File: src/design/fpa_pkg.sv
`default_nettype none

package fpa_pkg;

    localparam int DataW    = 32;
    localparam int FuncW    = 4;
    localparam int DivSteps = DataW;

    // Operation codes carried on the input tuser
    typedef enum logic [FuncW-1:0] {
        FN_ADD      = 4'd0,
        FN_SUB      = 4'd1,
        FN_MUL      = 4'd2,
        FN_DIV      = 4'd3,
        FN_GT       = 4'd4,
        FN_LT       = 4'd5,
        FN_GE       = 4'd6,
        FN_LE       = 4'd7,
        FN_EQ       = 4'd8,
        FN_NE       = 4'd9,
        FN_INC      = 4'd10,
        FN_DEC      = 4'd11,
        FN_MIN      = 4'd12,
        FN_MAX      = 4'd13,
        FN_TO_INT   = 4'd14,
        FN_FROM_INT = 4'd15
    } t_func;

    typedef enum logic [1:0] {
        ST_OK   = 2'd0,
        ST_SAT  = 2'd1,
        ST_DIV0 = 2'd2
    } t_status;

    localparam logic [DataW-1:0] SAT_POS = 32'h7FFF_FFFF;
    localparam logic [DataW-1:0] SAT_NEG = 32'h8000_0000;

    // Per-item control that rides along the whole pipeline
    typedef struct packed {
        t_func            func;
        logic [DataW-1:0] res;   // result of the operations computed in the input stage
        logic             cmp;
        t_status          st;
        logic             neg;   // sign of a product or quotient
        logic             div0;
        logic             dovf;  // quotient does not fit in 32 bits
    } t_ctl;

    // Operand magnitudes and divider state
    typedef struct packed {
        logic [DataW-1:0] mag_a;
        logic [DataW-1:0] mag_b;
        logic [DataW-1:0] rem;
        logic [DataW-1:0] quo;
    } t_div;

    // Rounded magnitude of a product or quotient
    typedef struct packed {
        logic [DataW-1:0] mag;
        logic             big;   // magnitude at or above 2^32
    } t_mag;

endpackage

`default_nettype wire

File: src/design/fpa_round.sv
`default_nettype none

module fpa_round #(
    parameter int FRAC_BITS = 8
) (
    input  wire logic          i_clk,
    input  wire logic          i_rst_n,
    input  wire logic          i_valid,
    output logic               o_ready,
    input  wire fpa_pkg::t_ctl i_ctl,
    input  wire fpa_pkg::t_div i_div,
    input  wire logic [63:0]   i_prod,
    output logic               o_valid,
    input  wire logic          i_ready,
    output fpa_pkg::t_ctl      o_ctl,
    output fpa_pkg::t_mag      o_mag
);
    import fpa_pkg::*;

    localparam logic [2*DataW-1:0] Half = (2*DataW)'(1) << (FRAC_BITS - 1);

    logic               r_valid;
    t_ctl               r_ctl;
    t_mag               r_mag;
    t_mag               n_mag;
    logic [2*DataW-1:0] w_msum;
    logic [2*DataW-1:0] w_mq;
    logic               w_up;
    logic [DataW:0]     w_q1;

    // Round product and quotient half away from zero on magnitudes
    always_comb begin
        w_msum = i_prod + Half;
        w_mq   = w_msum >> FRAC_BITS;
        w_up   = {i_div.rem, 1'b0} >= {1'b0, i_div.mag_b};
        w_q1   = {1'b0, i_div.quo} + (DataW+1)'(w_up);
        if (i_ctl.func == FN_DIV) begin
            n_mag.mag = w_q1[DataW-1:0];
            n_mag.big = i_ctl.dovf || w_q1[DataW];
        end else begin
            n_mag.mag = w_mq[DataW-1:0];
            n_mag.big = |w_mq[2*DataW-1:DataW];
        end
    end

    assign o_ready = !r_valid || i_ready;

    always_ff @(posedge i_clk) begin
        if (!i_rst_n) begin
            r_valid <= 1'b0;
        end else if (o_ready) begin
            r_valid <= i_valid;
        end
    end

    always_ff @(posedge i_clk) begin
        if (i_valid && o_ready) begin
            r_ctl <= i_ctl;
            r_mag <= n_mag;
        end
    end

    assign o_valid = r_valid;
    assign o_ctl   = r_ctl;
    assign o_mag   = r_mag;

endmodule

`default_nettype wire

File: config.mk
export PLATFORM = sky130hd
export DESIGN_NAME = fpa_round
export DESIGN_NICKNAME = d
export VERILOG_FILES = /design/src/design/fpa_pkg.sv /design/src/design/fpa_round.sv
export SDC_FILE = /design/constraint.sdc
export NUM_CORES = 1
export LEC_CHECK = 0
export ABC_AREA = 1
export BUFFER_PORTS_ARGS = -buffer_cell sky130_fd_sc_hd__buf_2
export CORE_AREA = 4 4 120 122
export CTS_BUF_LIST = sky130_fd_sc_hd__clkbuf_8
export CTS_CLUSTER_SIZE = 40
export DETAILED_ROUTE_END_ITERATION = 16
export DIE_AREA = 0 0 124 126
export GPL_TIMING_DRIVEN = 1
export PLACE_DENSITY = 0.82
export SYNTH_ARGS = -nofsm -noshare
export SYNTH_HDL_FRONTEND = slang
export SYNTH_SLANG_ARGS = --single-unit
export TNS_END_PERCENT = 10
File: constraint.sdc
create_clock -name i_clk -period 9.2 [get_ports i_clk]
set_input_delay 0.92 -clock i_clk [delete_from_list [all_inputs] [get_ports i_clk]]
set_output_delay 0.92 -clock i_clk [all_outputs]
set_load 0.1 [all_outputs]
# ---- After elaboration in Yosys (flattened, before gate mapping)
# Cells that the tools add are included.
dict set report totals {
  regBits 76
  latchBits 0
  mem_bits_rw 0
  rom_bits 0
  in_bits 238
  output_inout_bits 77
  elab_cells 20
  n_memories 0
}
dict set report classes {
  add_sub_neg 2
  multipliers 0
  n_div 0
  order_cmp 1
  n_eq_ne 1
  shift 0
  mux 1
  bitwise_logic 0
  n_reduce_logical 5
}
# cell count
set ops {}
lappend ops {{$add A64 B8 Y64 const B} 1}
lappend ops {{$add A32 B1 Y33} 1}
lappend ops {{$ge A33 B32 Y1} 1}
lappend ops {{$mux W33} 1}
lappend ops {{$reduce_or A24 Y1} 1}
lappend ops {{$eq A4 B2 Y1 const B} 1}
lappend ops {{$logic_or A1 B1 Y1} 2}
lappend ops {{$logic_and A1 B1 Y1} 1}
lappend ops {{$logic_not A1 Y1} 1}

# ---- Depth between registers and ports, before layout
dict set report logic_depth {
  ltp_word 4
  depth_mapped 22
}

# ---- Least setup slack after synthesis
# No wires, ideal clock.
dict set report synth_timing {
  path_kind {input to register}
  start {input port i_valid}
  end {register r_ctl, in the netlist o_ctl[0] (enable)}
  setup_time_ps 532
  arrival_ps 4590
  t_required_ps 8668
  slack_ps 4078
  path_stages 2
  cell_sequence {inv_1 a21oi_1}
}
dict set report synth_between {
  elab_chain_cells 1
}
# item line
set synth_rtl {}
lappend synth_rtl {{from (decl)} fpa_round.sv:8} ;# input wire logic i_valid,
lappend synth_rtl {{$logic_and A1 B1 Y1} fpa_round.sv:57} ;# if (i_valid && o_ready) begin
lappend synth_rtl {{to (signal assigned)} fpa_round.sv:58} ;# r_ctl <= i_ctl;
lappend synth_rtl {{to (decl)} fpa_round.sv:23} ;# t_ctl r_ctl;
# No other way between the ends.
# A chain may end at the register's enable or synchronous reset.

==> results.md <==
- Internal power: 613 uW
- Flop pwr share: 41.2%
- Hold wc startpoint: o_valid$_SDFFE_PN0N_
- RR Startpoint: o_valid$_SDFFE_PN0N_
- Hold Violations, Final: 0
- Period utilisation layout: approximately 45%
- FILL cells: 1220
- Avg WL per Cell: 15.7 microns
- CTS Buffer Depth: 2
- Vias in the first global route: 6188
- I/O pin cnt: between 300 and 400
- Initial antenna violation count: 5
- Kind of critical path: input pin to flop
- Largest net degree at the start of global routing: 66
- Largest area contributor in the netlist: edfxtp_1
- IO Port Bufs: 275
- FF+latch count, synth: 76
- Hold Buf Count CTS: 0
- Primary FF master, synth: edfxtp_1
- Syn-to-layout area delta: 29.0%
- Worst Skew: 0.0151 ns
- Least-Margin Pin Slew: about 0.8 ns
- Gate Count Post-Synth: 822
- First DRT Iteration DRCs: 396
- Std-Cell Rows: 42
- Routability cong.: approximately 0.99
- Cell depth of the worst hold path: 2
- Global Route Usage Sum: 24.9%
- Post-route ant nets: 0
- Clock sink total: 76
- Resized Gates After CTS: 0
- RSZ-0062 raised after global routing: no
- Max FO, Critical Path: 6
- Post-synthesis sequential area ratio: 36.5%
- Tmin final: 4.12 ns
- Die Y: 126 microns
- Clock power frac: approximately 26%
- Num CTS Buffers: 9
- DP Worst Slack: about 4.8 ns
- Sw Ratio: 38.7%
- Max Transition Viols Final: 0
- Share of the synthesized area in the top cell type: 36.2%
- LEAKAGE: 0.00378 uW
- Final Power: 1000 uW
- Die area: 0.0156 sq mm
- Grt total ovfl: 0
- Hold slack: 0.561 ns
- YS warnings: 0
- Startpoint types: input pin
- Global-route wire length before repair: 30.4 mm
- Mapped Nets: 1095
- Setup TNS: 0 ns
- Peak supply drop: 0.0000936 V
- Combinational share of power: between 30% and 40%
- Fmax: 243 MHz
- Worst hold-check path type: flop to flop
- Post-CTS setup buffers: 0
- Clock Pin Slew Worst Setup and Hold Paths: around 0.070 ns
- Clock root cell: clkbuf_8
- Final Setup Violations: 0
- Drt pass-1 iters: 5
- Dominant cells by area after synthesis: edfxtp_1 36%, nand2_1 13%, ha_1 7.0%
- Post-route DRC violation count: 0
- CTS tree: yes
- PwrDens: ~120 mW/mm^2
- Share of layout cells above drive strength 1: 31.6%
- Mapped Area: 0.00622 sq mm
- Netlist cell types: 47
- Ys async rst share: 0%
- CP arrival: 4.21 ns
- Element type at the critical path end: flop
- Syn_area_per_cell: 7.57 sq um
- Clock latency on the worst-skew pair: 0.36 ns
- Number of synthesized flops with an enable pin: 75
- Setup WS post-layout: 5.08 ns
- Vias/cell: 5.14
- Nets: 1377
- Drt total wl: 20.2 mm
- Core footprint: between 0.01 and 0.015 sq mm
- Critical path launch point: i_div[62]
- Starting Density: roughly 47%
- Post-DP HPWL: 17.5 mm
- Status: finished, final reports clean
- Critical Path RT: 9.29 ns
- Slew HR: 47.7%
- MaxCap Viol Count: 0
- Die X-Extent: 124 microns
- Switch Pwr: 387 uW
- Via count: 6628
- H-tree lvl count: 3
- Worst r2r path cells: 2
Yosys cell counts, types with 2 or more instances:
| master | number |
|---|---|
| nand2_4 | 2 |
| nand3_1 | 40 |
| nor2_4 | 14 |
| o21ai_1 | 10 |
| nor3_4 | 4 |
| ha_1 | 35 |
| nor4_1 | 3 |
| clkbuf_1 | 4 |
| xor2_1 | 24 |
| a21oi_1 | 22 |
| xnor2_1 | 20 |
| nor3_1 | 9 |
| edfxtp_1 | 75 |
| nor2_1 | 110 |
| nand3b_1 | 3 |
| nand2_1 | 223 |
| nand2_2 | 14 |
| nand3_2 | 4 |
| o21ai_0 | 32 |
| nor3_2 | 2 |
| nor2_2 | 10 |
| a21boi_0 | 2 |
| o22ai_1 | 2 |
| nand4_1 | 32 |
| nor4_2 | 2 |
| inv_1 | 102 |
| or2_2 | 2 |
flip-flops by register name, summed over array words and instances (netlist names):
signal,count
o_valid,1
o_ctl,42
o_mag,33
final cells by class:
| type | count | area, sq um | share of cell area, % |
|---|---|---|---|
| clock buffer | 9 | 124 | 1.54 |
| multi-input combinational | 636 | 3540 | 44.1 |
| clock inverter | 7 | 77.6 | 0.966 |
| sequential | 76 | 2270 | 28.3 |
| tap | 176 | 220 | 2.74 |
| antenna | 4 | 10.0 | 0.125 |
| timing repair buffer | 277 | 1390 | 17.3 |
| inverter | 104 | 390 | 4.86 |
worst max-delay path: stages:
cell and delay [ns]:
buf_2 0.11, ha_1 0.27, inv_1 0.03, nor2_1 0.12, nand3_1 0.11, nor4_1 0.27
inv_1 0.07, nor4_1 0.34, nand4_1 0.15, nand3_1 0.16, ha_1 0.23, nand3_2 0.13
nor2_2 0.17, nand2_2 0.10, nor2_4 0.17, nand2_2 0.08, nor3_2 0.22, nand2_1 0.19
nor2_2 0.13, a21oi_1 0.06, o21ai_0 0.10, o21ai_1 0.09
metal layers:
metal  vias to the layer above  global-route usage, %  share of wire, %
met1                      2992                   28.6                37
met2                       290                   45.2                50
met3                        49                   4.93               9.1
met4                         2                   8.96               3.1
met5                         -                      0             0.064
li1                       3295                      -                 -
kinds of logic after synthesis:
| group | count (synthesis) | share of synthesized area [%] |
|---|---|---|
| compound gates | 78 | 6.82 |
| fa+ha+maj | 35 | 7.04 |
| buf+inv | 110 | 6.72 |
| flops | 76 | 36.5 |
| xor+xnor | 44 | 6.19 |
| simple gates | 479 | 36.7 |
path summary, 6_finish.rpt:
check	endpoint	slack, ns
setup / recovery	o_mag[29]$_DFFE_PP_	5.08
setup reg to reg	o_mag[24]$_DFFE_PP_	7.35
hold / removal	o_valid$_SDFFE_PN0N_	0.56
hold reg to reg	o_valid$_SDFFE_PN0N_	0.56
power by group through the flow:
stage | sequential, uW | clock, uW | combinational, uW
after floorplan | 574 | 0 | 81.3
after CTS | 412 | 259 | 334
after global placement | 419 | 0 | 327
final | 412 | 255 | 334
after global routing | 414 | 271 | 356
after detailed placement | 420 | 0 | 333
cell usage in the layout, fill, tap and decap left out, types with 9 or more instances in the layout:
cell	synthesis	routed
edfxtp_1	75	75
a21oi_1	22	21
nand2_1	223	223
nor2_2	10	10
ha_1	35	35
xor2_1	24	24
nand3_1	40	40
buf_2	1	275
o21ai_1	10	10
nand4_1	32	32
clkbuf_8	0	9
nand2_2	14	14
xnor2_1	20	20
o21ai_0	32	32
inv_1	102	103
nor2_1	110	110
nor3_1	9	9
nor2_4	14	14
per-stage QoR:
stage / util (%) / instance area [sq um] / std cells
final: 60.9 / 8030 / 1289
after global routing: 60.9 / 8030 / 1289
after CTS: 60.8 / 8020 / 1285
after detailed placement: 59.3 / 7820 / 1269
after global placement: 59.3 / 7820 / 1269
after floorplan: - / 6220 / 822
Power figures use the tool's default switching activity.
