==> config.mk <==
export PLATFORM = sky130hd
export DESIGN_NAME = fpa_front
export DESIGN_NICKNAME = d
export VERILOG_FILES = /design/src/design/fpa_pkg.sv /design/src/design/fpa_front.sv
export SDC_FILE = /design/constraint.sdc
export NUM_CORES = 1
export LEC_CHECK = 0
export BUFFER_PORTS_ARGS = -buffer_cell sky130_fd_sc_hd__buf_2
export CAP_MARGIN = 5
export CORE_ASPECT_RATIO = 0.75
export CORE_MARGIN = 5
export CORE_UTILIZATION = 35
export DETAILED_ROUTE_END_ITERATION = 7
export PLACE_DENSITY = 0.59
export SYNTH_ARGS = -nofsm -noshare
export SYNTH_HDL_FRONTEND = slang
export SYNTH_SLANG_ARGS = --single-unit
==> constraint.sdc <==
create_clock -name i_clk -period 14.54 [get_ports i_clk]
set_clock_uncertainty 0.15 [all_clocks]
set_input_delay 0.727 -clock i_clk [delete_from_list [all_inputs] [get_ports i_clk]]
set_output_delay 0.727 -clock i_clk [all_outputs]
set_load 0.1 [all_outputs]
==> src/design/fpa_pkg.sv <==
`default_nettype none

package fpa_pkg;

    localparam int DataW    = 32;
    localparam int FuncW    = 4;
    localparam int DivSteps = DataW;

    // Operation codes carried on the input tuser
    typedef enum logic [FuncW-1:0] {
        FN_ADD      = 4'd0,
        FN_SUB      = 4'd1,
        FN_MUL      = 4'd2,
        FN_DIV      = 4'd3,
        FN_GT       = 4'd4,
        FN_LT       = 4'd5,
        FN_GE       = 4'd6,
        FN_LE       = 4'd7,
        FN_EQ       = 4'd8,
        FN_NE       = 4'd9,
        FN_INC      = 4'd10,
        FN_DEC      = 4'd11,
        FN_MIN      = 4'd12,
        FN_MAX      = 4'd13,
        FN_TO_INT   = 4'd14,
        FN_FROM_INT = 4'd15
    } t_func;

    typedef enum logic [1:0] {
        ST_OK   = 2'd0,
        ST_SAT  = 2'd1,
        ST_DIV0 = 2'd2
    } t_status;

    localparam logic [DataW-1:0] SAT_POS = 32'h7FFF_FFFF;
    localparam logic [DataW-1:0] SAT_NEG = 32'h8000_0000;

    // Per-item control that rides along the whole pipeline
    typedef struct packed {
        t_func            func;
        logic [DataW-1:0] res;   // result of the operations computed in the input stage
        logic             cmp;
        t_status          st;
        logic             neg;   // sign of a product or quotient
        logic             div0;
        logic             dovf;  // quotient does not fit in 32 bits
    } t_ctl;

    // Operand magnitudes and divider state
    typedef struct packed {
        logic [DataW-1:0] mag_a;
        logic [DataW-1:0] mag_b;
        logic [DataW-1:0] rem;
        logic [DataW-1:0] quo;
    } t_div;

    // Rounded magnitude of a product or quotient
    typedef struct packed {
        logic [DataW-1:0] mag;
        logic             big;   // magnitude at or above 2^32
    } t_mag;

endpackage

`default_nettype wire

==> src/design/fpa_front.sv <==
`default_nettype none

module fpa_front #(
    parameter int FRAC_BITS = 8
) (
    input  wire logic          i_clk,
    input  wire logic          i_rst_n,
    input  wire logic          i_valid,
    output logic               o_ready,
    input  wire fpa_pkg::t_func i_func,
    input  wire logic [31:0]   i_a,
    input  wire logic [31:0]   i_b,
    output logic               o_valid,
    input  wire logic          i_ready,
    output fpa_pkg::t_ctl      o_ctl,
    output fpa_pkg::t_div      o_div
);
    import fpa_pkg::*;

    logic             r_valid;
    t_ctl             r_ctl;
    t_div             r_div;
    t_ctl             n_ctl;
    t_div             n_div;

    logic [DataW:0]   w_ax;
    logic [DataW:0]   w_yx;
    logic [DataW:0]   w_sum;
    logic             w_add_sat;
    logic             w_lt;
    logic             w_eq;
    logic             w_gt;
    logic [DataW-1:0] w_shr;
    logic [DataW-1:0] w_shl;
    logic [DataW-1:0] w_hi;
    logic             w_fits;
    logic [DataW-1:0] w_mag_a;
    logic [DataW-1:0] w_mag_b;
    logic [DataW-1:0] w_p0;

    // Shared 33-bit adder for add, sub, inc and dec
    always_comb begin
        w_ax = {i_a[DataW-1], i_a};
        unique case (i_func)
            FN_SUB:  w_yx = (DataW+1)'(-{i_b[DataW-1], i_b});
            FN_INC:  w_yx = (DataW+1)'(1);
            FN_DEC:  w_yx = '1;
            default: w_yx = {i_b[DataW-1], i_b};
        endcase
        w_sum     = w_ax + w_yx;
        w_add_sat = w_sum[DataW] != w_sum[DataW-1];
    end

    // Compare, shift and magnitude logic
    always_comb begin
        w_lt    = $signed(i_a) < $signed(i_b);
        w_eq    = i_a == i_b;
        w_gt    = !w_lt && !w_eq;
        w_shr   = DataW'($signed(i_a) >>> FRAC_BITS);
        w_shl   = DataW'(i_a << FRAC_BITS);
        w_hi    = DataW'($signed(i_a) >>> (DataW - 1 - FRAC_BITS));
        w_fits  = (w_hi == '0) || (w_hi == '1);
        w_mag_a = i_a[DataW-1] ? DataW'(-i_a) : i_a;
        w_mag_b = i_b[DataW-1] ? DataW'(-i_b) : i_b;
        // Upper bits of the shifted dividend seed the partial remainder
        w_p0    = w_mag_a >> (DataW - FRAC_BITS);
    end

    // Build the item control word
    always_comb begin
        n_ctl.func = i_func;
        n_ctl.res  = '0;
        n_ctl.cmp  = 1'b0;
        n_ctl.st   = ST_OK;
        n_ctl.neg  = i_a[DataW-1] ^ i_b[DataW-1];
        n_ctl.div0 = i_b == '0;
        n_ctl.dovf = w_p0 >= w_mag_b;
        unique case (i_func)
            FN_ADD, FN_SUB, FN_INC, FN_DEC: begin
                if (w_add_sat) begin
                    n_ctl.res = w_sum[DataW] ? SAT_NEG : SAT_POS;
                    n_ctl.st  = ST_SAT;
                end else begin
                    n_ctl.res = w_sum[DataW-1:0];
                end
            end
            FN_MUL, FN_DIV: n_ctl.res = '0;
            FN_GT:          n_ctl.cmp = w_gt;
            FN_LT:          n_ctl.cmp = w_lt;
            FN_GE:          n_ctl.cmp = !w_lt;
            FN_LE:          n_ctl.cmp = w_lt || w_eq;
            FN_EQ:          n_ctl.cmp = w_eq;
            FN_NE:          n_ctl.cmp = !w_eq;
            FN_MIN:         n_ctl.res = w_lt ? i_a : i_b;
            FN_MAX:         n_ctl.res = w_gt ? i_a : i_b;
            FN_TO_INT:      n_ctl.res = w_shr;
            FN_FROM_INT: begin
                if (w_fits) begin
                    n_ctl.res = w_shl;
                end else begin
                    n_ctl.res = i_a[DataW-1] ? SAT_NEG : SAT_POS;
                    n_ctl.st  = ST_SAT;
                end
            end
        endcase
        n_div.mag_a = w_mag_a;
        n_div.mag_b = w_mag_b;
        n_div.rem   = w_p0;
        n_div.quo   = '0;
    end

    // Advance when this stage is empty or the next one takes its item
    assign o_ready = !r_valid || i_ready;

    always_ff @(posedge i_clk) begin
        if (!i_rst_n) begin
            r_valid <= 1'b0;
        end else if (o_ready) begin
            r_valid <= i_valid;
        end
    end

    always_ff @(posedge i_clk) begin
        if (i_valid && o_ready) begin
            r_ctl <= n_ctl;
            r_div <= n_div;
        end
    end

    assign o_valid = r_valid;
    assign o_ctl   = r_ctl;
    assign o_div   = r_div;

endmodule

`default_nettype wire

# Word-level counts from Yosys, hierarchy flattened
# Index checks and enable logic that the tools add are counted.
# totals
reg_bits	115
in_bits	72
out_inout_bits	172
wordCells	60
# op_classes
n_addsub	4
magnitude_cmp	2
n_eq_ne	16
muxes	14
bitwise	1
reduce_logical	12
# ops
cell	n
32-bit two-way mux	8
32-bit one-hot mux with 5 select lines	1
33-bit one-hot mux with 3 select lines	1
32-bit logical NOT	2
32-bit negator	2
33-bit adder	1
33-bit negator	1
32-bit equality test	1
32-bit equality test (second input constant)	1
4-bit equality test (second input constant)	8
8-bit by 32-bit greater-or-equal comparator with 1-bit output	1
32-bit less-than comparator	1
4-bit by 3-bit equality test with 1-bit output (second input constant)	4
1-bit one-hot mux with 6 select lines	1
4-bit by 1-bit equality test with 1-bit output (second input constant)	1
4-bit logical NOT	1
2-bit one-hot mux with 2 select lines	1
4-bit OR reduction	1
1-bit logical NOT	3
1-bit logical OR	3
1-bit logical AND	2
1-bit two-way mux	2
1-bit != test	1
1-bit bitwise XOR	1

# Longest topological paths before layout
# depth
ltp_word	6
ltp_mapped	22
ltp_nobuf	19

# Worst setup path before layout
# No wires, ideal clock.
# synth_path
kind	input to register
start	in i_b[3]
end	reg r_ctl (netlist bit o_ctl[19]), data pin
setup_time_ns	0.272
arrival_ns	5.142
required_ns	14.118
path_slack_ns	8.976
stages	20
path_buffers	4
cell_sequence	clkbuf_1 nor4_1 and2_0 clkbuf_1 nand4_1 or3_1 o21ai_0 a21oi_1 ha_1 clkbuf_1 and3_1 nand3_1 or4_1 o211ai_1 o211a_1 mux2i_1 a31oi_1 buf_4 a221oi_1 nand3_1
# synth_rtl
element	line_no	text
from (decl)	fpa_front.sv:12	input wire logic [31:0] i_b,
to (signal assigned)	fpa_front.sv:125	r_ctl <= n_ctl;
to (decl)	fpa_front.sv:21	t_ctl r_ctl;

==> out/results.txt <==
Leakage -> 4.997 nW
CORE AREA -> 31110 µm²
Finished Cell Area -> 12160 µm²
Number of flops mapped to enable cells by yosys -> 105
CP Data Required Time -> 14.64 ns
First-pass GRT wire length -> 65100 µm
Hold-fix buffer count after cts -> 0
CP Capture Type -> flop
Worst reg-to-reg path cell count -> 3
Global route overflow -> 0
Setup TNS -> 0 ns
Hold Path Class -> reg -> reg
Vias/cell -> 5.946
RSZ-0062 raised after global routing -> false
Setup ws final -> 7.762 ns
Vias in the first global route -> 10280
Max Cap Viol -> 0
Setup WS pre-CTS -> 7.635 ns
Antenna-violating nets left -> 0
Nature of the critical path startpoint -> input pin
Compound-cell area share of the yosys netlist -> 25.87%
CTS tree -> built
Vias post-DR -> 10960
Power Density -> 109.0 nW/µm²
Post-Synth Simple-Gate Area -> 16.89%
Drt first pass iters -> 5
WL final -> 44300 µm
Area post-placement -> 11850 µm²
Die X -> 214.6 µm
Hold Violations, Final -> 0
Final min period -> 6.778 ns
Area Growth Syn to Fin -> 10.67%
Largest family of logic cells by synthesized area -> compound AO/OA/AOI/OAI gates
Mux cell area share after synthesis -> 1.914%
Clock root buffer -> clkbuf_16
Ys async rst share -> 0%
Gpl congestion -> 0.9801
Max_slew headroom -> 12.69%
Diode count -> 0
Ys Warns -> 0
Status -> complete, no violations
Die height -> 163.4 µm
Syn Inst Count -> 1335
DRC viols -> 0
Pwr Total -> 1.325 mW
Fmax -> 147.5 MHz
Crit path DAT -> 6.87 ns
Routed WL per cell -> 24.04 µm
Synthesized area -> 10980 µm²
Critical path endpoint -> o_ctl[17]
Antenna violations before repair -> 0
Worst r2r src -> o_valid
Row Count -> 56
H-tree levels -> 3
Slew @ Worst Pin -> 1.305 ns
Post-CTS Setup Inserts -> 0
Fin nets -> 1580
Io pins -> 244
Period utilisation layout -> 46.61%
Peak VDD IR -> 0.00008678 V
RR Endpoint -> o_ctl[19]
Detailed Route Iter0 Violations -> 1259
Deepest clock path buffer count -> 2
Detailed placement HPWL -> 33560 µm
Yosys reg bits -> 106
Critical Path Source -> i_b[1]
Total track usage -> 24.11%
Count of buffers from port buffering -> 186
Synth Flop Type -> edfxtp_1
Total clock buffers created by CTS -> 9
Post-synthesis cell type count -> 77
Layout cells sized above 1 -> 17.05%
Slew Limit Fails -> 0
Reg clk slew, reported paths -> 0.09 ns
Initial Utilization -> 35.31%
Synth Area in Adders -> 8.725%
Die Area -> 35060 µm²
Worst-skew pair later-pin latency -> 0.37 ns
Setup violation total in the final timing report -> 0
Flop2flop setup slack -> 12.23 ns
WS Path Type -> in -> reg
Largest net degree at the start of global routing -> 57
Syn_area_per_cell -> 8.228 µm²
Clk sinks -> 106
XOR/XNOR Fraction of Synth Area -> 7.336%
Critical path peak fanout -> 16
Post-synthesis sequential area ratio -> 28.89%
Post-CTS sizing -> 0
[metrics by stage]
stage	util, %	std cells	hold WS, ns
global route	39.08	1843	0.4330
finish	39.08	1843	0.3955
detailed placement	38.08	1827	0.3943
floorplan	-	1391	0.6759
CTS	39.08	1843	0.4073
global placement	38.08	1827	0.3678
[sequential cells by signal, summed over array words and instances, names as in the netlist]
signal   count
o_valid      1
o_div       64
o_ctl       41
[per-layer routing]
metal / GRT usage [%] / part of all wire (%) / vias up
met4: 5.385 / 2.0 / 0
met5: 0 / 0 / -
li1: - / - / 5012
met3: 7.597 / 12 / 83
met1: 35.51 / 45 / 5168
met2: 34.45 / 40 / 696
[cell usage in the layout, fill, tap and decap left out, types with 21 or more instances in the layout]
master	instances
mux2i_1	21
ha_1	74
a21o_1	26
a21oi_1	124
nand4_1	43
inv_1	58
o21ai_0	93
a22oi_1	23
buf_2	186
xnor2_1	70
o21a_1	22
nand3_1	34
nor2_1	77
conb_1	57
xor2_1	22
nand2_1	121
edfxtp_1	105
[cells in the mapped netlist, types with 11 or more instances]
library cell	count	area share [%]
a21oi_1	125	5.7
nand2_1	121	4.1
edfxtp_1	105	29
o21ai_0	93	4.2
clkbuf_1	88	3.0
nor2_1	78	2.7
ha_1	75	8.5
xnor2_1	70	5.6
buf_4	67	4.6
inv_1	58	2.0
nand4_1	43	2.4
nand3_1	34	1.5
a21o_1	26	1.8
a22oi_1	23	1.6
o21a_1	22	1.5
xor2_1	22	1.8
mux2i_1	21	1.9
a211oi_1	20	1.4
a31oi_1	19	1.1
o211ai_1	15	1.0
a221oi_1	13	1.0
nor3_1	13	0.59
o31ai_1	13	0.89
or3_1	11	0.63
or4_1	11	0.75
[power by group]
group          switching, mW  total [mW]  leakage, nW  internal [mW]
clock network          0.133       0.270        0.149          0.137
registers             0.0103       0.388         1.04          0.377
logic                  0.528       0.667         3.81          0.139
[worst max-delay path, stage by stage]
cell and delay (ns):
buf_2 0.13, inv_1 0.16, ha_1 0.24, nor3b_1 0.67, nand2_1 0.31, or3_1 0.52
nor2_1 0.13, nor2_1 0.05, o22a_1 0.21, ha_1 0.43, and3_1 0.22, nor2b_1 0.27
nand4_1 0.16, nor4b_1 0.75, o21ai_0 0.25, a21o_2 0.31, a211oi_4 0.84, nor2_2 0.29
nand4_1 0.18
[logic make-up (layout without fill, tap and decap cells)]
group                      Yosys count  after routing
xor gates and xnor gates            92             92
other                                1             57
DFF                                106            106
buffers and inverters              229            275
muxes                               21             21
and+or+nand+nor                    374            374
AOI/OAI and AO/OA                  436            436
adders and majority gates           76             76
[cell type report]
class                   count  area (µm²)
repair buffers            201        1044
well taps                 406       508.0
inverters                  58       217.7
clock buffers               9       225.2
multi-input cells        1056        6903
fillers                  3253       18950
clock inverters             7       86.33
flip-flops and latches    106        3173
[worst min-delay path by stage]
| stage | end | cells after the start | slack (ns) | start |
|---|---|---|---|---|
| after floorplan | o_ctl[38] | 0 | 0.68 | i_func[0] |
| after global placement | o_valid | 2 | 0.37 | o_valid |
| after detailed placement | o_valid | 2 | 0.39 | o_valid |
| after CTS | o_valid | 2 | 0.41 | o_valid |
| after global routing | o_valid | 2 | 0.43 | i_rst_n |
| final | o_valid | 2 | 0.40 | o_valid |
Power figures use the tool's default switching activity.
