**src/design/fpa_pkg.sv**
```systemverilog
`default_nettype none

package fpa_pkg;

    localparam int DataW    = 32;
    localparam int FuncW    = 4;
    localparam int DivSteps = DataW;

    // Operation codes carried on the input tuser
    typedef enum logic [FuncW-1:0] {
        FN_ADD      = 4'd0,
        FN_SUB      = 4'd1,
        FN_MUL      = 4'd2,
        FN_DIV      = 4'd3,
        FN_GT       = 4'd4,
        FN_LT       = 4'd5,
        FN_GE       = 4'd6,
        FN_LE       = 4'd7,
        FN_EQ       = 4'd8,
        FN_NE       = 4'd9,
        FN_INC      = 4'd10,
        FN_DEC      = 4'd11,
        FN_MIN      = 4'd12,
        FN_MAX      = 4'd13,
        FN_TO_INT   = 4'd14,
        FN_FROM_INT = 4'd15
    } t_func;

    typedef enum logic [1:0] {
        ST_OK   = 2'd0,
        ST_SAT  = 2'd1,
        ST_DIV0 = 2'd2
    } t_status;

    localparam logic [DataW-1:0] SAT_POS = 32'h7FFF_FFFF;
    localparam logic [DataW-1:0] SAT_NEG = 32'h8000_0000;

    // Per-item control that rides along the whole pipeline
    typedef struct packed {
        t_func            func;
        logic [DataW-1:0] res;   // result of the operations computed in the input stage
        logic             cmp;
        t_status          st;
        logic             neg;   // sign of a product or quotient
        logic             div0;
        logic             dovf;  // quotient does not fit in 32 bits
    } t_ctl;

    // Operand magnitudes and divider state
    typedef struct packed {
        logic [DataW-1:0] mag_a;
        logic [DataW-1:0] mag_b;
        logic [DataW-1:0] rem;
        logic [DataW-1:0] quo;
    } t_div;

    // Rounded magnitude of a product or quotient
    typedef struct packed {
        logic [DataW-1:0] mag;
        logic             big;   // magnitude at or above 2^32
    } t_mag;

endpackage

`default_nettype wire

```
**src/design/fpa_div_step.sv**
```systemverilog
`default_nettype none

module fpa_div_step #(
    parameter int FRAC_BITS = 8,
    parameter int STEP      = 0
) (
    input  wire logic          i_clk,
    input  wire logic          i_rst_n,
    input  wire logic          i_valid,
    output logic               o_ready,
    input  wire fpa_pkg::t_ctl i_ctl,
    input  wire fpa_pkg::t_div i_div,
    output logic               o_valid,
    input  wire logic          i_ready,
    output fpa_pkg::t_ctl      o_ctl,
    output fpa_pkg::t_div      o_div
);
    import fpa_pkg::*;

    // Quotient bit produced by this stage, most significant first
    localparam int QBit = DataW - 1 - STEP;

    logic             r_valid;
    t_ctl             r_ctl;
    t_div             r_div;
    t_div             n_div;
    logic             w_nbit;
    logic [DataW:0]   w_trial;
    logic [DataW+1:0] w_diff;
    logic             w_take;

    // Next dividend bit: the dividend is mag_a shifted left by FRAC_BITS
    if (QBit >= FRAC_BITS) begin : g_dbit
        assign w_nbit = i_div.mag_a[QBit-FRAC_BITS];
    end else begin : g_zbit
        assign w_nbit = 1'b0;
    end

    // One restoring division step
    always_comb begin
        w_trial = {i_div.rem, w_nbit};
        w_diff  = {1'b0, w_trial} - {2'b00, i_div.mag_b};
        w_take  = !w_diff[DataW+1];
        n_div   = i_div;
        n_div.rem = w_take ? w_diff[DataW-1:0] : w_trial[DataW-1:0];
        n_div.quo[QBit] = w_take;
    end

    assign o_ready = !r_valid || i_ready;

    always_ff @(posedge i_clk) begin
        if (!i_rst_n) begin
            r_valid <= 1'b0;
        end else if (o_ready) begin
            r_valid <= i_valid;
        end
    end

    always_ff @(posedge i_clk) begin
        if (i_valid && o_ready) begin
            r_ctl <= i_ctl;
            r_div <= n_div;
        end
    end

    assign o_valid = r_valid;
    assign o_ctl   = r_ctl;
    assign o_div   = r_div;

endmodule

`default_nettype wire

```
**config.mk**
```make
export PLATFORM = sky130hd
export DESIGN_NAME = fpa_div_step
export DESIGN_NICKNAME = d
export VERILOG_FILES = /design/src/design/fpa_pkg.sv /design/src/design/fpa_div_step.sv
export SDC_FILE = /design/constraint.sdc
export NUM_CORES = 1
export LEC_CHECK = 0
export BUFFER_PORTS_ARGS = -buffer_cell sky130_fd_sc_hd__buf_2
export CAP_MARGIN = 20
export CORE_MARGIN = 3
export CORE_UTILIZATION = 30
export CTS_CLUSTER_DIAMETER = 120
export DETAILED_ROUTE_END_ITERATION = 16
export SYNTH_ARGS = -nofsm -noshare
export SYNTH_HDL_FRONTEND = slang
export SYNTH_SLANG_ARGS = --single-unit
```
**constraint.sdc**
```tcl
create_clock -name i_clk -period 5.4 [get_ports i_clk]
set_clock_uncertainty 0.2 [all_clocks]
set_input_delay 0.54 -clock i_clk [delete_from_list [all_inputs] [get_ports i_clk]]
set_output_delay 0.54 -clock i_clk [all_outputs]
set_load 0.01 [all_outputs]
```
; After elaboration in Yosys (flattened, before gate mapping)
; Index checks and enable logic that the tools add are counted.
[totals]
regBits = 171
input_bits = 174
output_inout_bits = 172
word_cells = 18
[op_classes]
n_addsub = 1
n_mux = 1
reduce_logical = 4
[op_table]
columns = op, n
row1 = 33-bit by 32-bit subtractor with 34-bit output, 1
row2 = 32-bit two-way mux, 1
row3 = 1-bit zero test, 2
row4 = 1-bit logical AND, 1
row5 = 1-bit logical OR, 1

; Logic depth before layout (Yosys ltp)
; Gate-level depths: netlist (run 1).
[depth]
depth_word = 3
depth_mapped = 12
depth_no_buf = 12

; Least setup slack after synthesis (run 1)
; OpenSTA, ideal clock, no wires.
[synth_timing]
kind = in2reg
startpoint = input port i_ready
endpoint = register r_ctl (netlist bit o_ctl[0]) (enable)
setup_time_ns = 0.551
arrival_ns = 4.639
slack_ns = 0.010
cell_stages = 2
cell_sequence = nand2b_1 > and2_1
[synth_between]
elab_chain_cells = 2
[synth_rtl]
columns = element, line
row1 = start: declaration, fpa_div_step.sv:14  ; input wire logic i_ready,
row2 = 1-bit logical OR, fpa_div_step.sv:49  ; assign o_ready = !r_valid || i_ready;
row3 = 1-bit logical AND, fpa_div_step.sv:60  ; if (i_valid && o_ready) begin
row4 = end signal: assignment, fpa_div_step.sv:61  ; r_ctl <= i_ctl;
row5 = end: declaration, fpa_div_step.sv:24  ; t_ctl r_ctl;
; Every way passes these cells.
; A chain may end at the register's enable or synchronous reset.

==> reports/qor.csv, run 1 <==
metric,value,unit
status,finished clean,
"Top FF cell, synth",edfxtp_1,
hold path endpoint,o_ctl[18],
share of layout cells above drive strength 1,47.9,%
worst reg2reg startpoint,o_valid,
critical path arrival,3.62,ns
clock sinks,171,
drt drc,0,
register area share after synthesis,67.8,%
Final period util,67.5,%
Die X,165,um
PnR Total Power,3.46,mW
Post-Synth Adder-Cell Area,5.56,%
Core Box Area,24500,um2
peak supply drop,218,uV
crit path capture type,register,
H-tree depth,4,
Final Util,41.8,%
compound-cell area share of the yosys netlist,8.96,%
max-slew violation count,0,
post_cts resized,0,
vias per inst,4.53,
hold path startpoint,i_ctl[18],
Mapped Nets,704,
max-cap viol count,0,
overall overflow remaining after global route,0,
RSZ-0062 raised after global routing,false,
"EDFF count, synth",170,
worst setup margin,1.75,ns
Routed WL,22300,um
area of the multi-input gates,2200,um2
fill count,2343,
"FFs w/ async S/R, synth",0,%
Pwr per Cell Area,337,nW/um2
DR pass1 iterations,4,
fmax,274,MHz
endpoints failing setup,0,
Mapped Cells,497,
CP required,5.37,ns
Slew @ Worst Pin,0.990,ns
total track usage,15.6,%
vias in the first global route,5245,
HPWL after DPL,17400,um
Total Neg Setup Slack,0,ns
largest family of logic cells by synthesized area,compound AO/OA/AOI/OAI gates,
kind of critical path,input pin to register,
type of the most critical hold path,input pin to register,
Worst R2R Setup Slack,3.45,ns
Final min period,3.65,ns
synth warn,0,
WL/cell,18.7,um
Post-Syn Area,7560,um2
root buf cell,clkbuf_16,
initial antenna violation count,10,
first-pass GRT wire length,31300,um
Clock Path Buffers,2,
CTS Hold Buffers Added,0,
Starting Density,30.8,%
Area growth syn-to-layout,35.8,%
Final ANT Viol Nets,0,
worst rel slew slack,34.0,%
fin nets,1062,
1st-iter DRT viols,332,
"Reg clk slew, reported paths",0.08,ns
crit-path max FO,12,
Die ar.,27100,um2
Yosys reg bits,171,
FF+latch area,5120,um2
CTS tree,done,
cts bufs inserted,17,
CP startpoint kind,input pin,
floorplan row count,57,
clk_lat worst skew,0.42,ns
die height,165,um
PortBufs,344,
Mapped Avg Cell Area,15.2,um2
# Post-CTS Setup Buffers,0,
I/O pins,346,
mux cell area share after synthesis,6.06,%
Cell variety after synth,55,
hold depth,1,
Reg2Reg Depth,3,
GPL Wtd Cong,0.802,
Place WS,1.25,ns
Simple-Gate Fraction of Synth Area,5.68,%
worst r2r dst,o_div[73],
Fin. Hold Viols,0,
Leak,4.52,nW
XOR/XNOR share of the synthesized area,2.78,%
largest net degree at the start of global routing,171,
via count,5418,
[routing by layer]
metal / global-route usage (%) / vias to the layer above / share of wire [%]
li1: - / 2616 / -
met1: 16.7 / 2537 / 36
met2: 28.2 / 212 / 52
met3: 5.84 / 39 / 9.3
met4: 5.53 / 14 / 2.2
met5: 0 / - / 0.41
[where the power goes]
group          switching [mW]  leakage, nW  internal (mW)
Combinational           0.325         2.57          0.272
Clock                   0.625        0.294          0.634
Sequential             0.0204         1.65           1.58
[synthesized netlist by cell type (3+ instances only)]
master,n,area (um2)
nand3_1,6,30.0
or2_2,3,18.8
o21a_1,6,45.0
o21ai_0,16,80.1
xnor2_1,17,149
edfxtp_1,170,5100
nor2_1,18,67.6
a21o_1,6,45.0
inv_1,41,154
xor2_1,7,61.3
mux2i_1,6,60.1
nand2_1,25,93.8
o31ai_1,6,45.0
nand4_1,6,37.5
a211oi_1,5,37.5
or3_1,3,18.8
o211ai_1,3,22.5
nand2b_1,6,37.5
mux2_4,25,375
o21bai_1,3,22.5
a21boi_0,4,30.0
nor3_1,4,20.0
buf_6,6,67.6
ha_1,32,400
and3_1,5,31.3
a21oi_1,31,155
nor2b_1,3,18.8
[worst max path at each step]
stage | startpoint | end | slack (ns) | cells past startpoint
2_1_floorplan | i_ready | o_ctl[0] | 0.01 | 2
3_3_place_gp | i_div[85] | o_div[54] | 1.29 | 11
3_5_place_dp | i_div[85] | o_div[54] | 1.25 | 11
4_1_cts | i_div[85] | o_div[54] | 1.70 | 11
5_1_grt | i_div[85] | o_div[54] | 1.54 | 11
6_report | i_div[85] | o_div[54] | 1.75 | 11
[layout make-up]
cell class / instances / area share (%)
flip-flops and latches: 171 / 49.9
multi-input cells: 277 / 21.4
clock buffers: 17 / 4.15
diodes: 3 / 0.0732
inverters: 41 / 1.50
clock inverters: 15 / 1.85
repair buffers: 347 / 17.1
well taps: 324 / 3.95
[layout by cell type (no fill, tap or decap), types with 3 or more instances in the layout]
| cell | n |
|---|---|
| nor2_1 | 18 |
| inv_6 | 3 |
| o31ai_1 | 6 |
| nand4_1 | 6 |
| nand3_1 | 6 |
| a21o_1 | 6 |
| inv_8 | 3 |
| o21a_1 | 6 |
| buf_2 | 344 |
| o21bai_1 | 3 |
| ha_1 | 32 |
| mux2_4 | 25 |
| inv_1 | 41 |
| or3_1 | 3 |
| nand2_1 | 25 |
| o21ai_0 | 16 |
| and3_1 | 5 |
| edfxtp_1 | 170 |
| mux2i_1 | 6 |
| or2_2 | 3 |
| nor2b_1 | 3 |
| a21oi_1 | 31 |
| xor2_1 | 7 |
| xnor2_1 | 17 |
| a21boi_0 | 4 |
| clkbuf_16 | 17 |
| nand2b_1 | 6 |
| clkinv_8 | 6 |
| nor3_1 | 4 |
| a211oi_1 | 5 |
| o211ai_1 | 3 |
| diode_2 | 3 |
[stage by stage]
step	hold slack (ns)	cell area, um2	cells
finish	0.0824	10300	1195
global route	0.0556	10300	1194
CTS	0.0603	10300	1192
detailed placement	0.348	9640	1160
global placement	0.330	9640	1160
floorplan	0.410	7560	497
[worst max-delay path: stages]
cell      delay (ns)
buf_2           0.09
inv_1           0.04
ha_1            0.46
and3_1          0.36
nand3_1         0.13
or4_4           0.56
o21bai_2        0.17
a21oi_2         0.10
a31oi_4         0.47
buf_4           0.37
mux2_4          0.33
[sequential cells by signal (all words and copies together), names as in the netlist]
name / cells
o_div: 128
o_ctl: 42
o_valid: 1
[cell families after synthesis]
logic type,Yosys count
flip-flops,171
AO/OA/AOI/OAI,101
AND/OR/NAND/NOR,86
buffers and inverters,49
multiplexers,33
adder cells (fa/ha/maj),33
XOR/XNOR,24
Note: power is estimated with default switching activity, not from simulation.
==> inputs of run 2 (changes only) <==
clock period = 3.22 ns   (was 5.4 ns; I/O delays follow)
==> reports/qor.csv, run 2 (synthesis results as in run 1) <==
metric,value,unit,change
DR pass1 iterations,4,,unchanged
first-pass GRT wire length,36500,um,+17%
type of the most critical hold path,input pin to register,,
Fin. Hold Viols,0,,unchanged
worst reg2reg startpoint,o_valid,,
peak supply drop,288,uV,+32%
Final ANT Viol Nets,0,,unchanged
maximum cell stage delay along the critical path,0.53,ns,-0.03 ns
initial antenna violation count,1,,-9
GPL Wtd Cong,0.802,,about the same
CP required,3.20,ns,-2.17 ns
max-slew violation count,0,,unchanged
kind of critical path,input pin to register,,
CTS tree,done,,
Final period util,97.2,%,
status,finished clean,,
worst rel slew slack,58.2,%,+24 points
fin nets,1257,,+18%
overall overflow remaining after global route,0,,unchanged
drt drc,0,,unchanged
placed cell area,10000,um2,+3.8%
fill count,2176,,-7.1%
Starting Density,30.8,%,unchanged
"Reg clk slew, reported paths",0.08,ns,about the same
FF+latch area,5120,um2,unchanged
floorplan row count,57,,unchanged
# Post-CTS Setup Buffers,0,,unchanged
PortBufs,344,,unchanged
Reg2Reg Depth,3,,unchanged
Final min period,3.13,ns,
Area growth syn-to-layout,61.5,%,
worst r2r dst,o_div[74],,
RSZ-0062 raised after global routing,false,,
Clock Path Buffers,2,,unchanged
cts bufs inserted,17,,unchanged
vias per inst,4.51,,-0.58%
CP startpoint kind,input pin,,
hold path endpoint,o_div[40],,
Slew @ Worst Pin,0.626,ns,-0.364 ns
final instance area,12200,um2,+19%
area of the multi-input gates,2230,um2,+1.5%
Core Box Area,24500,um2,unchanged
max-cap viol count,0,,unchanged
critical path cell sequence,dlygate4sd3_1 > buf_2 > inv_1 > ha_2 > nand2_1 > or4_4 > o21bai_2 > a21oi_2 > a31oi_4 > buf_12 > mux2_4,,
"commonest cells after routing, fill and taps aside","buf_2, edfxtp_1, dlygate4sd3_1, inv_1, buf_4",,
Worst R2R Setup Slack,1.35,ns,-2.10 ns
H-tree depth,4,,unchanged
Die ar.,27100,um2,unchanged
clock sinks,171,,unchanged
WL/cell,18.3,um,-2.1%
root buf cell,clkbuf_16,,
vias in the first global route,6454,,+23%
Pwr per Cell Area,500,nW/um2,+48%
hold path startpoint,i_div[39],,
HPWL after DPL,18500,um,+6.4%
Critical-path top delay cell,or4_4,,
critical path arrival,3.11,ns,-0.51 ns
Leak,5.39,nW,+19%
via count,6252,,+15%
Ant. Diodes,0,,-3
fmax,320,MHz,
share of layout cells above drive strength 1,43.7,%,-4.2 points
hold depth,2,,+1
crit path capture type,register,,
largest net degree at the start of global routing,45,,-74%
clk_lat worst skew,0.43,ns,about the same
die height,165,um,unchanged
Die X,165,um,unchanged
1st-iter DRT viols,384,,+16%
I/O pins,346,,unchanged
Routed WL,25300,um,+14%
endpoints failing setup,0,,unchanged
crit-path max FO,13,,+1
Final Util,49.8,%,+7.9 points
"most common cell after layout, fill and taps aside",buf_2,,
number of flip-flops in the largest register,128,,unchanged
total track usage,18.0,%,+2.4 points
## run 2: cell types whose count changed in the layout (fill, tap and decap cells not counted), sizes merged
cell         before  now
buf             347  389
diode             3    0
dlygate4sd3       0  153
## run 2: worst max-delay path, delay by kind of cell
family | cells | cell delay [ns]
buffers and inverters | 4 | 0.88
and+or+nand+nor | 2 | 0.63
AOI/OAI and AO/OA | 3 | 0.56
adders and majority gates | 1 | 0.39
muxes | 1 | 0.32
## run 2: worst max-delay path by stage
stage	startpoint	cells past startpoint	slack, ns	endpoint
floorplan	i_div[119]	12	0.04	o_div[60]
global placement	i_div[119]	13	-0.26	o_div[60]
detailed placement	i_div[119]	13	-0.28	o_div[60]
CTS	i_div[71]	13	0.005	o_div[54]
global route	i_div[75]	11	0.008	o_div[49]
finish	i_div[77]	11	0.09	o_div[45]
## run 2: where the power goes
group	switching, mW	internal, mW
clock network	1.08	1.08
registers	0.0410	2.65
logic	0.603	0.645
total	1.73	4.38
## run 2: final cells by class
cell class | count | share of cell area (%)
sequential | 171 | 42.0
multi-input combinational | 277 | 18.3
clock inverter | 15 | 1.72
timing repair buffer | 542 | 30.0
tap | 324 | 3.32
inverter | 41 | 1.26
clock buffer | 17 | 3.49
## run 2: metal layers
metal,vias up,track usage (%),routed length (um)
met5,-,0,13
li1,3002,-,-
met2,225,33.2,13200
met4,2,6.48,654
met3,30,4.46,1700
met1,2993,20.0,9740
## run 2: timing repair
item	CTS	global route
hold buffers	153	0
resized for setup	0	9
setup endpoints to repair	0	8
endpoints found under the hold margin	152	0
## run 2: per-stage QoR
| stage | instances | power, mW | hold slack, ns | worst slack, ns | TNS, ns |
|---|---|---|---|---|---|
| 4_1_cts | 1387 | 6.18 | 0.00227 | 0.00498 | 0 |
| 5_1_grt | 1387 | 6.38 | 0.0112 | 0.00776 | 0 |
| 3_3_place_gp | 1202 | 3.82 | 0.299 | -0.260 | -1.15 |
| 6_report | 1387 | 6.10 | 0.0226 | 0.0904 | 0 |
| 3_5_place_dp | 1202 | 3.83 | 0.300 | -0.285 | -1.38 |
| 2_1_floorplan | 497 | 3.35 | 0.221 | 0.0442 | 0 |
